==> config.mk <==
export PLATFORM = sky130hd
export DESIGN_NAME = work_stealing_task_scheduler_top_flat
export DESIGN_NICKNAME = d
export VERILOG_FILES = /design/src/design/wss_pkg.sv /design/src/design/wss_req_if.sv /design/src/design/wss_res_if.sv /design/src/design/wss_cfg_if.sv /design/src/design/wss_ram.sv /design/src/design/wss_ctrl.sv /design/src/design/work_stealing_task_scheduler_top.sv /design/src/flat_wrapper.sv
export SDC_FILE = /design/constraint.sdc
export NUM_CORES = 2
export LEC_CHECK = 0
export BUFFER_PORTS_ARGS = -buffer_cell sky130_fd_sc_hd__buf_4
export CAP_MARGIN = 25
export CORE_ASPECT_RATIO = 0.75
export CORE_MARGIN = 1
export CORE_UTILIZATION = 38
export CTS_CLUSTER_SIZE = 16
export DETAILED_ROUTE_END_ITERATION = 10
export SLEW_MARGIN = 10
export SYNTH_ARGS = -nofsm -noshare
export SYNTH_HDL_FRONTEND = slang
export SYNTH_SLANG_ARGS = --single-unit
==> constraint.sdc <==
create_clock -name clk -period 21.9 [get_ports clk]
set_input_delay 5.475 -clock clk [delete_from_list [all_inputs] [get_ports clk]]
set_output_delay 5.475 -clock clk [all_outputs]
set_load 0.1 [all_outputs]
==> src/design/wss_pkg.sv <==
// shared widths, codes and result type of the work-stealing scheduler
package wss_pkg;

  // fixed field widths
  localparam int OP_W       = 1;
  localparam int WORKER_W   = 3;
  localparam int TASK_W     = 6;
  localparam int CFG_IDX_W  = 1;
  localparam int CFG_DATA_W = 4;

  // operation codes
  localparam logic [OP_W-1:0] OP_PUSH = 1'b0;
  localparam logic [OP_W-1:0] OP_GET  = 1'b1;

  // configuration register indexes
  localparam logic [CFG_IDX_W-1:0] CFG_WORKERS_IN_USE = 1'b0;
  localparam logic [CFG_IDX_W-1:0] CFG_FIRST_GROUP    = 1'b1;

  // configuration reset values
  localparam logic [CFG_DATA_W-1:0] WORKERS_IN_USE_RST = 4'd8;
  localparam logic [CFG_DATA_W-1:0] FIRST_GROUP_RST    = 4'd0;

  // one result item
  typedef struct packed {
    logic                found;
    logic [TASK_W-1:0]   task_out;
    logic [WORKER_W-1:0] source_worker;
    logic                stolen;
    logic                overflow;
  } result_t;

endpackage

==> src/design/wss_req_if.sv <==
// request channel: operation, worker and task number
interface wss_req_if;
  logic                          valid;
  logic                          ready;
  logic [wss_pkg::OP_W-1:0]      operation;
  logic [wss_pkg::WORKER_W-1:0]  worker;
  logic [wss_pkg::TASK_W-1:0]    task_req;

  modport source (output valid, operation, worker, task_req, input ready);
  modport sink   (input valid, operation, worker, task_req, output ready);
endinterface

==> src/design/wss_res_if.sv <==
// result channel: returned task and status flags
interface wss_res_if;
  logic                          valid;
  logic                          ready;
  logic                          found;
  logic [wss_pkg::TASK_W-1:0]    task_out;
  logic [wss_pkg::WORKER_W-1:0]  source_worker;
  logic                          stolen;
  logic                          overflow;

  modport source (output valid, found, task_out, source_worker, stolen, overflow,
                  input ready);
  modport sink   (input valid, found, task_out, source_worker, stolen, overflow,
                  output ready);
endinterface

==> src/design/wss_cfg_if.sv <==
// configuration write channel: register index and data
interface wss_cfg_if;
  logic                            valid;
  logic                            ready;
  logic [wss_pkg::CFG_IDX_W-1:0]   index;
  logic [wss_pkg::CFG_DATA_W-1:0]  data;

  modport source (output valid, index, data, input ready);
  modport sink   (input valid, index, data, output ready);
endinterface

==> src/design/wss_ram.sv <==
// generic single-port-write, single-port-read ram with registered read
module wss_ram #(
  parameter int WIDTH = 8,
  parameter int DEPTH = 16
) (
  input  logic                     clk,
  input  logic                     we,
  input  logic [$clog2(DEPTH)-1:0] waddr,
  input  logic [WIDTH-1:0]         wdata,
  input  logic                     re,
  input  logic [$clog2(DEPTH)-1:0] raddr,
  output logic [WIDTH-1:0]         rdata
);

  logic [WIDTH-1:0] mem [DEPTH];

  // write port
  always_ff @(posedge clk) begin
    if (we) begin
      mem[waddr] <= wdata;
    end
  end

  // registered read port
  always_ff @(posedge clk) begin
    if (re) begin
      rdata <= mem[raddr];
    end
  end

endmodule

==> src/design/wss_ctrl.sv <==
// sequencer with deque counters, shared size/compare unit and task ram
module wss_ctrl #(
  parameter int WORKERS = 8,
  parameter int DEPTH   = 64
) (
  input  logic                              clk,
  input  logic                              rst_n,
  input  logic                              start,
  output logic                              ready,
  input  logic [wss_pkg::OP_W-1:0]          op,
  input  logic [wss_pkg::WORKER_W-1:0]      worker,
  input  logic [wss_pkg::TASK_W-1:0]        task_req,
  input  logic [wss_pkg::CFG_DATA_W-1:0]    live_n,
  input  logic [wss_pkg::CFG_DATA_W-1:0]    group_n,
  output logic                              res_valid,
  output wss_pkg::result_t                  res,
  input  logic                              res_take
);

  localparam int WIDX  = (WORKERS > 1) ? $clog2(WORKERS) : 1;
  localparam int SW    = $clog2(DEPTH);
  localparam int SIZEW = $clog2(DEPTH + 1);
  localparam int AW    = WIDX + SW;
  localparam int CW    = wss_pkg::CFG_DATA_W;

  localparam logic [2:0] S_IDLE  = 3'd0;
  localparam logic [2:0] S_LOOK  = 3'd1;
  localparam logic [2:0] S_SCAN  = 3'd2;
  localparam logic [2:0] S_STEAL = 3'd3;
  localparam logic [2:0] S_READ  = 3'd4;
  localparam logic [2:0] S_DONE  = 3'd5;

  localparam logic [SW-1:0]    SLOT_LAST = SW'(DEPTH - 1);
  localparam logic [SIZEW-1:0] SIZE_FULL = SIZEW'(DEPTH);

  // deque counters: slot position plus a wrap bit, i.e. count modulo 2*DEPTH
  logic [SW-1:0] top_slot_r [WORKERS];
  logic          top_wrap_r [WORKERS];
  logic [SW-1:0] bot_slot_r [WORKERS];
  logic          bot_wrap_r [WORKERS];

  logic [2:0]                     state_r, state_nxt;
  logic [wss_pkg::OP_W-1:0]       op_r;
  logic [wss_pkg::WORKER_W-1:0]   w_r;
  logic [wss_pkg::TASK_W-1:0]     task_r;
  logic [CW-1:0]                  n_r, g_r;
  logic [CW-1:0]                  scan_r, scan_nxt;
  logic [CW-1:0]                  hi_r, hi_nxt;
  logic                           phase2_r, phase2_nxt;
  logic [WIDX-1:0]                best_r, best_nxt;
  logic                           best_ok_r, best_ok_nxt;
  logic [SIZEW-1:0]               best_size_r, best_size_nxt;
  wss_pkg::result_t               res_r, res_nxt;

  logic [WIDX-1:0]  sel;
  logic [SW-1:0]    t_slot, b_slot, t_slot_inc, b_slot_inc, b_slot_dec;
  logic             t_wrap, b_wrap, t_wrap_inc, b_wrap_inc, b_wrap_dec;
  logic [SIZEW-1:0] size;
  logic             full, empty, own_ok;

  logic             top_we, bot_we;
  logic [SW-1:0]    top_wslot, bot_wslot;
  logic             top_wwrap, bot_wwrap;

  logic             ram_we, ram_re;
  logic [AW-1:0]    ram_waddr, ram_raddr;
  logic [wss_pkg::TASK_W-1:0] ram_rdata;

  // single counter read index, chosen by the sequencer state
  always_comb begin
    case (state_r)
      S_SCAN:  sel = WIDX'(scan_r);
      S_STEAL: sel = best_r;
      default: sel = WIDX'(w_r);
    endcase
  end

  // shared size unit on the selected deque
  always_comb begin
    t_slot = top_slot_r[sel];
    t_wrap = top_wrap_r[sel];
    b_slot = bot_slot_r[sel];
    b_wrap = bot_wrap_r[sel];
    if (t_wrap == b_wrap) begin
      size = SIZEW'(b_slot) - SIZEW'(t_slot);
    end else begin
      size = SIZE_FULL + SIZEW'(b_slot) - SIZEW'(t_slot);
    end
    full  = (size == SIZE_FULL);
    empty = (size == '0);
    t_slot_inc = (t_slot == SLOT_LAST) ? '0 : t_slot + 1'b1;
    t_wrap_inc = (t_slot == SLOT_LAST) ? ~t_wrap : t_wrap;
    b_slot_inc = (b_slot == SLOT_LAST) ? '0 : b_slot + 1'b1;
    b_wrap_inc = (b_slot == SLOT_LAST) ? ~b_wrap : b_wrap;
    b_slot_dec = (b_slot == '0) ? SLOT_LAST : b_slot - 1'b1;
    b_wrap_dec = (b_slot == '0) ? ~b_wrap : b_wrap;
  end

  assign own_ok = ({1'b0, w_r} < n_r);

  // sequencer
  always_comb begin
    state_nxt     = state_r;
    scan_nxt      = scan_r;
    hi_nxt        = hi_r;
    phase2_nxt    = phase2_r;
    best_nxt      = best_r;
    best_ok_nxt   = best_ok_r;
    best_size_nxt = best_size_r;
    res_nxt       = res_r;
    top_we        = 1'b0;
    bot_we        = 1'b0;
    top_wslot     = t_slot_inc;
    top_wwrap     = t_wrap_inc;
    bot_wslot     = b_slot_inc;
    bot_wwrap     = b_wrap_inc;
    ram_we        = 1'b0;
    ram_re        = 1'b0;
    ram_waddr     = {sel, b_slot};
    ram_raddr     = {sel, b_slot_dec};
    case (state_r)
      S_IDLE: begin
        if (start) begin
          res_nxt   = '0;
          state_nxt = S_LOOK;
        end
      end
      S_LOOK: begin
        if (!own_ok) begin
          state_nxt = S_DONE;
        end else if (op_r == wss_pkg::OP_PUSH) begin
          // append at the bottom or flag a full deque
          if (full) begin
            res_nxt.overflow = 1'b1;
          end else begin
            ram_we = 1'b1;
            bot_we = 1'b1;
          end
          state_nxt = S_DONE;
        end else if (!empty) begin
          // pop newest from own deque; last task advances top instead
          ram_re = 1'b1;
          if (size == SIZEW'(1)) begin
            top_we = 1'b1;
          end else begin
            bot_we    = 1'b1;
            bot_wslot = b_slot_dec;
            bot_wwrap = b_wrap_dec;
          end
          res_nxt.found         = 1'b1;
          res_nxt.source_worker = w_r;
          state_nxt             = S_READ;
        end else begin
          // own deque empty: search the first group for a victim
          scan_nxt      = '0;
          hi_nxt        = g_r;
          phase2_nxt    = 1'b0;
          best_ok_nxt   = 1'b0;
          best_size_nxt = '0;
          state_nxt     = S_SCAN;
        end
      end
      S_SCAN: begin
        if (scan_r < hi_r) begin
          if ((scan_r != {1'b0, w_r}) && (size > best_size_r)) begin
            best_nxt      = sel;
            best_size_nxt = size;
            best_ok_nxt   = 1'b1;
          end
          scan_nxt = scan_r + 1'b1;
        end else if (best_ok_r) begin
          state_nxt = S_STEAL;
        end else if (!phase2_r) begin
          // first group offered nothing: search the rest
          phase2_nxt = 1'b1;
          scan_nxt   = g_r;
          hi_nxt     = n_r;
        end else begin
          state_nxt = S_DONE;
        end
      end
      S_STEAL: begin
        // take oldest task from the victim's top
        ram_re                = 1'b1;
        ram_raddr             = {sel, t_slot};
        top_we                = 1'b1;
        res_nxt.found         = 1'b1;
        res_nxt.stolen        = 1'b1;
        res_nxt.source_worker = wss_pkg::WORKER_W'(best_r);
        state_nxt             = S_READ;
      end
      S_READ: begin
        res_nxt.task_out = ram_rdata;
        state_nxt        = S_DONE;
      end
      S_DONE: begin
        if (res_take) begin
          state_nxt = S_IDLE;
        end
      end
      default: begin
        state_nxt = S_IDLE;
      end
    endcase
  end

  // control registers
  always_ff @(posedge clk) begin
    if (!rst_n) begin
      state_r <= S_IDLE;
    end else begin
      state_r <= state_nxt;
    end
  end

  // request and search registers
  always_ff @(posedge clk) begin
    if (start && (state_r == S_IDLE)) begin
      op_r   <= op;
      w_r    <= worker;
      task_r <= task_req;
      n_r    <= live_n;
      g_r    <= group_n;
    end
    scan_r      <= scan_nxt;
    hi_r        <= hi_nxt;
    phase2_r    <= phase2_nxt;
    best_r      <= best_nxt;
    best_ok_r   <= best_ok_nxt;
    best_size_r <= best_size_nxt;
    res_r       <= res_nxt;
  end

  // deque counters, cleared at reset
  always_ff @(posedge clk) begin
    if (!rst_n) begin
      for (int i = 0; i < WORKERS; i++) begin
        top_slot_r[i] <= '0;
        top_wrap_r[i] <= 1'b0;
        bot_slot_r[i] <= '0;
        bot_wrap_r[i] <= 1'b0;
      end
    end else begin
      if (top_we) begin
        top_slot_r[sel] <= top_wslot;
        top_wrap_r[sel] <= top_wwrap;
      end
      if (bot_we) begin
        bot_slot_r[sel] <= bot_wslot;
        bot_wrap_r[sel] <= bot_wwrap;
      end
    end
  end

  // task slot store, a block of 2**SW entries per worker that holds its ring of DEPTH slots
  wss_ram #(
    .WIDTH (wss_pkg::TASK_W),
    .DEPTH (2 ** AW)
  ) u_slots (
    .clk   (clk),
    .we    (ram_we),
    .waddr (ram_waddr),
    .wdata (task_r),
    .re    (ram_re),
    .raddr (ram_raddr),
    .rdata (ram_rdata)
  );

  assign ready     = (state_r == S_IDLE);
  assign res_valid = (state_r == S_DONE);
  assign res       = res_r;

endmodule

==> src/design/work_stealing_task_scheduler_top.sv <==
// top level of the work-stealing task scheduler
//
//  channel   dir  handshake          payload
//  in_req    in   valid/ready        operation, worker, task_req
//  out_res   out  valid/ready        found, task_out, source_worker, stolen, overflow
//  cfg_wr    in   valid/ready        index, data (workers_in_use, first_group_count)
//
// one request at a time. a push or an absent worker goes from the look-up state to
// the result; an own-deque pop also reads the slot ram; a steal searches the first
// group of g deques, then the other live deques if that group gives no victim, and a
// failed search visits all n live deques, since the size compare unit visits one
// deque per cycle in the victim search. in_req.ready returns in the cycle after the
// result moves to the output register, and a held output stalls the sequencer.
// the output register lets a new request in while a result waits to be taken.
// reset (rst_n low, synchronous) empties every deque; the slot ram needs no clearing.
// configuration writes are always taken.
module work_stealing_task_scheduler_top #(
  parameter int WORKERS = 8,
  parameter int DEPTH   = 64
) (
  input logic       clk,
  input logic       rst_n,
  wss_req_if.sink   in_req,
  wss_res_if.source out_res,
  wss_cfg_if.sink   cfg_wr
);

  localparam int CW = wss_pkg::CFG_DATA_W;

  logic [CW-1:0]    workers_in_use_r;
  logic [CW-1:0]    first_group_r;
  logic [CW-1:0]    live_n, group_n;
  logic             ctrl_ready, start;
  logic             res_valid, res_take;
  wss_pkg::result_t res;
  logic             out_valid_r;
  wss_pkg::result_t out_r;

  // configuration registers
  always_ff @(posedge clk) begin
    if (!rst_n) begin
      workers_in_use_r <= wss_pkg::WORKERS_IN_USE_RST;
      first_group_r    <= wss_pkg::FIRST_GROUP_RST;
    end else if (cfg_wr.valid) begin
      case (cfg_wr.index)
        wss_pkg::CFG_WORKERS_IN_USE: workers_in_use_r <= cfg_wr.data;
        wss_pkg::CFG_FIRST_GROUP:    first_group_r    <= cfg_wr.data;
        default: ;
      endcase
    end
  end

  assign cfg_wr.ready = 1'b1;

  // live deque count and clamped group boundary
  assign live_n  = (32'(workers_in_use_r) < WORKERS) ? workers_in_use_r : CW'(WORKERS);
  assign group_n = (first_group_r < live_n) ? first_group_r : live_n;

  assign in_req.ready = ctrl_ready;
  assign start        = in_req.valid && ctrl_ready;

  wss_ctrl #(
    .WORKERS (WORKERS),
    .DEPTH   (DEPTH)
  ) u_ctrl (
    .clk       (clk),
    .rst_n     (rst_n),
    .start     (start),
    .ready     (ctrl_ready),
    .op        (in_req.operation),
    .worker    (in_req.worker),
    .task_req  (in_req.task_req),
    .live_n    (live_n),
    .group_n   (group_n),
    .res_valid (res_valid),
    .res       (res),
    .res_take  (res_take)
  );

  // output register
  assign res_take = res_valid && (!out_valid_r || out_res.ready);

  always_ff @(posedge clk) begin
    if (!rst_n) begin
      out_valid_r <= 1'b0;
    end else if (res_take) begin
      out_valid_r <= 1'b1;
    end else if (out_res.ready) begin
      out_valid_r <= 1'b0;
    end
  end

  always_ff @(posedge clk) begin
    if (res_take) begin
      out_r <= res;
    end
  end

  assign out_res.valid         = out_valid_r;
  assign out_res.found         = out_r.found;
  assign out_res.task_out      = out_r.task_out;
  assign out_res.source_worker = out_r.source_worker;
  assign out_res.stolen        = out_r.stolen;
  assign out_res.overflow      = out_r.overflow;

endmodule
==> src/flat_wrapper.sv <==
// flat-port wrapper written by rule: the top's interface ports become plain ports
module work_stealing_task_scheduler_top_flat 
#(
  parameter int WORKERS = 8,
  parameter int DEPTH   = 64
)
  (clk, rst_n, in_req_valid, in_req_operation, in_req_worker, in_req_task_req, in_req_ready, out_res_valid, out_res_found, out_res_task_out, out_res_source_worker, out_res_stolen, out_res_overflow, out_res_ready, cfg_wr_valid, cfg_wr_index, cfg_wr_data, cfg_wr_ready);
  wss_req_if in_req_i ();
  wss_res_if out_res_i ();
  wss_cfg_if cfg_wr_i ();
  input logic clk;
  input logic rst_n;
  input wire logic [$bits(in_req_i.valid)-1:0] in_req_valid;
  input wire logic [$bits(in_req_i.operation)-1:0] in_req_operation;
  input wire logic [$bits(in_req_i.worker)-1:0] in_req_worker;
  input wire logic [$bits(in_req_i.task_req)-1:0] in_req_task_req;
  output wire logic [$bits(in_req_i.ready)-1:0] in_req_ready;
  output wire logic [$bits(out_res_i.valid)-1:0] out_res_valid;
  output wire logic [$bits(out_res_i.found)-1:0] out_res_found;
  output wire logic [$bits(out_res_i.task_out)-1:0] out_res_task_out;
  output wire logic [$bits(out_res_i.source_worker)-1:0] out_res_source_worker;
  output wire logic [$bits(out_res_i.stolen)-1:0] out_res_stolen;
  output wire logic [$bits(out_res_i.overflow)-1:0] out_res_overflow;
  input wire logic [$bits(out_res_i.ready)-1:0] out_res_ready;
  input wire logic [$bits(cfg_wr_i.valid)-1:0] cfg_wr_valid;
  input wire logic [$bits(cfg_wr_i.index)-1:0] cfg_wr_index;
  input wire logic [$bits(cfg_wr_i.data)-1:0] cfg_wr_data;
  output wire logic [$bits(cfg_wr_i.ready)-1:0] cfg_wr_ready;
  assign in_req_i.valid = in_req_valid;
  assign in_req_i.operation = in_req_operation;
  assign in_req_i.worker = in_req_worker;
  assign in_req_i.task_req = in_req_task_req;
  assign in_req_ready = in_req_i.ready;
  assign out_res_valid = out_res_i.valid;
  assign out_res_found = out_res_i.found;
  assign out_res_task_out = out_res_i.task_out;
  assign out_res_source_worker = out_res_i.source_worker;
  assign out_res_stolen = out_res_i.stolen;
  assign out_res_overflow = out_res_i.overflow;
  assign out_res_i.ready = out_res_ready;
  assign cfg_wr_i.valid = cfg_wr_valid;
  assign cfg_wr_i.index = cfg_wr_index;
  assign cfg_wr_i.data = cfg_wr_data;
  assign cfg_wr_ready = cfg_wr_i.ready;
  work_stealing_task_scheduler_top #(.WORKERS(WORKERS), .DEPTH(DEPTH)) u_core (.clk(clk), .rst_n(rst_n), .in_req(in_req_i), .out_res(out_res_i), .cfg_wr(cfg_wr_i));
endmodule
* Word level (Yosys, flattened, before mapping)
Memory sizes are Yosys's and may differ from the RTL's. A register that Yosys moved wholly into a read port is not among the register bits.
Index checks and enable logic that the tools add are counted.
** Operators by class
- $add $sub $neg :: 7
- Mux-type cells :: 115
- Reduce and logical (&&, ||, !) cells :: 31
- Equality and inequality tests :: 27
- Bitwise logic cells :: 3
- Order comparisons :: 5
** Operators with widths (number)
- 2-to-1 mux 6 bit :: 11
- 2-to-1 mux 4 bit :: 14
- 2-to-1 mux 1 bit :: 54
- 2-to-1 mux 3 bit :: 15
- 2-to-1 mux 7 bit :: 6
- inequality test 2 bit, second input constant :: 13
- case mux 3 bit (6 select lines) :: 1
- AND reduction 6 bit :: 3
- case mux 4 bit (2 select lines) :: 2
- case mux 7 bit (2 select lines) :: 1
- adder 6 x 1 -> 6 bit, second input constant :: 2
- == test 6 bit, second input constant :: 2
- 2-to-1 mux 12 bit :: 1
- case mux 1 bit (2 select lines) :: 6
- case mux 6 bit (2 select lines) :: 1
- OR reduction 6 bit :: 2
- AND reduction 5 bit :: 2
- nonzero test 2 bit :: 5
- inequality test 3 bit, second input constant :: 3
- case mux 3 bit (3 select lines) :: 1
- less-than comparator 4 bit :: 2
- AND reduction 2 bit :: 4
- adder 7 x 6 -> 7 bit, first input constant :: 1
- == test 7 x 1 -> 1 bit, second input constant :: 1
- 27 further kinds :: 35
** Word-level totals
- Bits in registers :: 74
- Memories kept :: 5
- Bits in writable memories :: 3184
- Input bits :: 20
** Memory list
- u_core.u_ctrl.u_slots.mem :: depth 512, width 6, read ports 1, clocked after memory_dff 1, wr ports 1, line wss_ram.sv:15 : logic [WIDTH-1:0] mem [DEPTH];
- u_core.u_ctrl.bot_slot_r :: depth 8, width 6, read ports 1, clocked after memory_dff 0, wr ports 8, line wss_ctrl.sv:39 : logic [SW-1:0] bot_slot_r [WORKERS];
- u_core.u_ctrl.top_slot_r :: depth 8, width 6, read ports 1, clocked after memory_dff 0, wr ports 8, line wss_ctrl.sv:37 : logic [SW-1:0] top_slot_r [WORKERS];
- u_core.u_ctrl.bot_wrap_r :: depth 8, width 1, read ports 1, clocked after memory_dff 0, wr ports 8, line wss_ctrl.sv:40 : logic bot_wrap_r [WORKERS];
- u_core.u_ctrl.top_wrap_r :: depth 8, width 1, read ports 1, clocked after memory_dff 0, wr ports 8, line wss_ctrl.sv:38 : logic top_wrap_r [WORKERS];

* Depth between registers and ports, before layout
An unclocked memory read counts as a cell.
- Depth in word-level cells :: 17
- Depth in mapped cells :: 28
- Depth with buffers taken out :: 22

* Modules after synthesis
From an unflattened synthesis, not the netlist that was laid out.
** Unflattened totals
- Cell total of the unflattened synthesis :: 7083
- Area, all modules :: 131915.3 um2
** By module, submodules not included
- wss_ram :: seq. area each 92428.6 um2, times used 1, area an instance 122517.5 um2, cells an instance 6231
- wss_ctrl :: seq. area each 4764.6 um2, times used 1, area an instance 8523.2 um2, cells an instance 782
- work_stealing_task_scheduler_top :: seq. area each 540.5 um2, times used 1, area an instance 874.6 um2, cells an instance 70

* Least setup slack after synthesis
No wires, ideal clock.
- Path type :: flip-flop to output port
- Start point :: reg u_core.u_ctrl.state_r[0]
- End point :: out in_req_ready
- Cell stages (with the launch flop) :: 3
- Required time :: 16.425 ns
- Setup slack :: 13.814 ns
- Path buffers :: 1
- Arrival time :: 2.611 ns
- Path through :: dfxtp_1 > clkbuf_1 > nor3_1
** On the way
- Cells in the longest elaborated chain, start to end :: 1
** Ends and longest elaborated chain
- from (decl) :: line wss_ctrl.sv:42 : logic [2:0] state_r, state_nxt;
- from (signal assigned) :: line wss_ctrl.sv:212 : state_r <= state_nxt;
- logical NOT 3 bit :: line wss_ctrl.sv:269 : assign ready = (state_r == S_IDLE);
- to (decl) :: line flat_wrapper.sv:17 : output wire logic [$bits(in_req_i.ready)-1:0] in_req_ready;
Every way passes these cells.

* Final worst setup path
- Start point :: reg u_core.u_ctrl.state_r[1]
- End point :: reg u_core.u_ctrl.u_slots.rdata[0], read port of u_core.u_ctrl.u_slots.mem (data pin)
** On the way
- Cells in the longest elaborated chain, start to end :: 11
- Elaborated cells on any way between the ends :: 22
- Those cells by class :: add/sub (4); eq/ne (4); mux (8); reduce/logical (2); memory (4)
** Ends and longest elaborated chain
- == test 3 x 2 -> 1 bit, on equally long branches :: line wss_ctrl.sv:71, wss_ctrl.sv:121
- case mux 3 bit (2 select lines) :: line wss_ctrl.sv:71 : case (state_r)
- memory (8 x 6 bit)
- adder 7 x 6 -> 7 bit :: line wss_ctrl.sv:87 : size = SIZE_FULL + SIZEW'(b_slot) - SIZEW'(t_slot);
- subtractor 7 x 6 -> 7 bit :: line wss_ctrl.sv:87
- 2-to-1 mux 7 bit :: line wss_ctrl.sv:84 : if (t_wrap == b_wrap) begin
- logical NOT 7 bit :: line wss_ctrl.sv:90 : empty = (size == '0);
- 2-to-1 mux 1 bit :: line wss_ctrl.sv:140 : end else if (!empty) begin
- 2-to-1 mux 1 bit :: line wss_ctrl.sv:131 : end else if (op_r == wss_pkg::OP_PUSH) begin
- 2-to-1 mux 1 bit :: line wss_ctrl.sv:129 : if (!own_ok) begin
- case mux 1 bit (2 select lines) :: line wss_ctrl.sv:121 : case (state_r)
- to (decl) :: line wss_ram.sv:12 : output logic [WIDTH-1:0] rdata
Parallel ways exist; a longest one is shown, timed or not.
A chain may end at the register's enable or synchronous reset.

==> flow_summary.yaml <==
run_status:
  status: "completed"
die:
  dieWidth_um: 683
  initial_core_util_pct: 38.2
  ios: 35
  die_h_um: 513
  core_sq_um: 346000
  rows: 187
  dieArea_sq_um: 350000
cts:
  ctsHoldBuffers: 0
  cts_resized: 0
  htree_levels: 5
  path_clk_slew_ps: 70
  cts-root-buf: "clkbuf_16"
  post_cts_buffers: 0
  cts_tree: "built"
  clock_path_buffers: 4
  worstSkewPairLatency_ps: 900
  clock-sinks: 3264
  numCtsBuffers: 302
synth:
  synth_area_leaders: "edfxtp_1 74%, mux4_2 4.9%, nand2_1 3.9%"
  synth_compound_area_share_pct: 6.74
  synth_ff_type: "edfxtp_1"
  synthXorXnorAreaFrac_pct: 0.119
  syn_inst: 8773
  synth_common_cells: "3,236 x edfxtp_1, 1,381 x nand2_1, 683 x nor2_1, 634 x nand3_1, 313 x a211oi_1"
  yosys.area_share.adder_pct: 0.280
  synth-seq-area-share_pct: 74.0
  yosys.area.top_type: "edfxtp_1"
  netlist_area_sq_um: 132000
  syn_nets: 8822
  synth_top_family_by_area: "simple AND/OR/NAND/NOR gates"
  synthMuxAreaShare_pct: 7.03
  synth_seq_cells: 3264
  ys_warn_count: 0
  yosysMostFrequentCell: "edfxtp_1"
  synth-edff-count: 3236
  synth_area_per_cell_sq_um: 15.1
  synthSimpleGateAreaFrac_pct: 9.17
  synth_top_cell_area_share_pct: 73.5
  ys_types: 88
  ys_async_sr_fraction_pct: 0
setup_path:
  critPathMaxFanout: 85
  critPathMostFrequentCell: "buf_4"
  end_kind: "flip-flop"
  path_buf_inv: 7
  crit_start: "u_core.u_ctrl.state_r[1]$_SDFFE_PN0P_"
  crit_required_ps: 22500
  max_stage_delay_ps: 830
  criticalPathCategory: "flip-flop to flip-flop"
  regToRegStartpoint: "u_core.u_ctrl.state_r[1]$_SDFFE_PN0P_"
  crit_family: "buffers and inverters"
  worstPathArrival_ps: 11360
  start_kind: "flip-flop"
  crit_chain: "nor2b_1 -> buf_4 -> mux2i_4 -> inv_2 -> nor2_2 -> a32oi_1 -> nand2_1 -> inv_1 -> ha_1 -> nor2_1 -> o21bai_4 -> buf_4 -> buf_12 -> buf_4 -> buf_4 -> mux4_2 -> a221oi_1 -> o211ai_1 -> and3_1 -> a31oi_2 -> nand4_1"
  slowest_stage: "a221oi_1"
timing:
  totalNegativeSetupSlack_ps: 0
  setup_viol: 0
  hold_viol: 0
  fmax_ghz: 0.0929
  post-route-period-util_pct: 49.1
  period_needed_ps: 10760
  slew_violations: 0
  fin_ws_ps: 11140
  finalClockSkew_ps: 54.5
  worst_pin_slew_ps: 1390
  rsz0062_at_grt: "no"
  relSlewSlack_pct: 7.38
routing:
  viasPerCell: 6.00
  wl_um: 410000
  wl_per_cell_um: 30.2
  route.vias.total: 81600
  ant_nets: 0
  first_pass_iters: 6
  drc: 0
  drtIter0Drc: 12900
finish:
  drive_above_1_share_pct: 11.8
  fin_nets: 8747
  area_growth_pct: 11.4
  fillerInstances: 30600
pwr:
  p_int_mw: 10.7
  p_leak_nw: 46.5
  comb_power_share_pct: 21.5
  seqPwrFrac_pct: 44.9
  ir_drop_uv: 68.3
  power_density_nw_per_um2: 106
  p_switching_mw: 4.83
  pwr-share-clk_pct: 33.7
  switching_share_pct: 31.0
global_route:
  grt_pass1_vias: 76800
  antenna_found_initial: 41
  grt_usage_pct: 22.8
  grt_max_degree: 209
  grt_pass1_wl_um: 578000
  globalRouteOverflowTotal: 0
min_path:
  hp-start: "u_core.u_ctrl.res[2]$_DFFE_PP_"
  min_path_type: "flip-flop to flip-flop"
flow_run:
  cap_violations: 0
placement:
  io_buffer_count: 33
  dpl.hpwl_um: 243000
  gp_congestion: 0.890
  post-place-ws_ps: 11310
[final timing paths]
kind                                                     to  slack, ps  depth (start not counted)
setup / recovery   u_core.u_ctrl.u_slots.rdata[0]$_DFFE_PP_      11140                         21
hold / removal    u_core.out_res.source_worker[0]$_DFFE_PP_        420                          0
setup reg to reg   u_core.u_ctrl.u_slots.rdata[0]$_DFFE_PP_      11140                         21
hold reg to reg   u_core.out_res.source_worker[0]$_DFFE_PP_        420                          0
[kinds of logic after synthesis]
group	Yosys count
adders and majority gates	29
muxes	566
DFF	3264
and+or+nand+nor	2890
buffers and inverters	783
other	1
AOI/OAI and AO/OA	1222
xor gates and xnor gates	18
[worst reg2reg max path: cells and delay by family (launching register included)]
family          cells  cell delay [ps]
compound gates      5             2820
fa+ha+maj           1              340
simple gates        6             2190
buf+inv             7             3580
flops               1              440
mux                 2             1140
[routing by layer]
metal | GRT usage [%] | vias to the layer above | share of wire, %
li1 | - | 33700 | -
met1 | 34.1 | 41600 | 41
met2 | 31.6 | 5548 | 42
met3 | 7.70 | 712 | 15
met4 | 5.77 | 38 | 2.6
met5 | 0 | - | 0.073
[power groups by stage]
stage	Sequential [mW]	Combinational (mW)	Clock [mW]
after floorplan	7.25	1.79	0
after CTS	6.98	3.25	5.27
after global routing	6.98	3.45	5.49
final	6.98	3.34	5.24
after global placement	7.12	3.22	0
after detailed placement	7.12	3.24	0
[layout by cell type, fill, tap and decap left out, types with 49 or more instances in the layout]
cell type and n:
a22oi_1 79, buf_4 215, clkbuf_1 49, mux4_2 285, a21oi_1 117, clkinv_2 56, o21ai_0 105, edfxtp_1 3236
o211ai_1 70, nand2_1 1379, a32oi_1 60, a211oi_1 311, clkbuf_16 311, a31oi_1 121, a311oi_1 111, nor2_1 668
inv_1 161, nand3_1 618, clkinv_1 63, mux2i_1 266
[cell type report]
type                            count  area, sq um  area share, %
Sequential cell                  3264        97700           66.4
Multi-Input combinational cell   4726        31400           21.3
Clock buffer                      362         7990           5.43
Tap cell                         4630         5790           3.94
Timing Repair Buffer              237         2020           1.37
Clock inverter                    175         1500           1.02
Inverter                          167          627          0.426
Antenna cell                       35         87.6         0.0595
[registers in the layout, indices dropped and copies added, names as in the netlist, 6 cells and up]
name / flops
u_core.u_ctrl.bot_wrap_r: 8
u_core.u_ctrl.task_r: 6
u_core.u_ctrl.best_size_r: 7
u_core.u_ctrl.u_slots.mem: 3072
u_core.u_ctrl.u_slots.rdata: 6
u_core.out_res.task_out: 6
u_core.u_ctrl.top_slot_r: 48
u_core.u_ctrl.top_wrap_r: 8
u_core.u_ctrl.res: 12
u_core.u_ctrl.bot_slot_r: 48
[stage by stage]
stage | instances | utilization [%] | hold WS, ps | instance area, sq um | power, mW
final | 13600 | 42.5 | 419 | 147000 | 15.6
after global routing | 13600 | 42.5 | 439 | 147000 | 15.9
after CTS | 13600 | 42.5 | 420 | 147000 | 15.5
after detailed placement | 13000 | 39.7 | 405 | 138000 | 10.4
after global placement | 13000 | 39.7 | 405 | 137000 | 10.3
after floorplan | 8773 | - | 400 | 132000 | 9.04
Note: power is estimated with default switching activity, not from simulation.
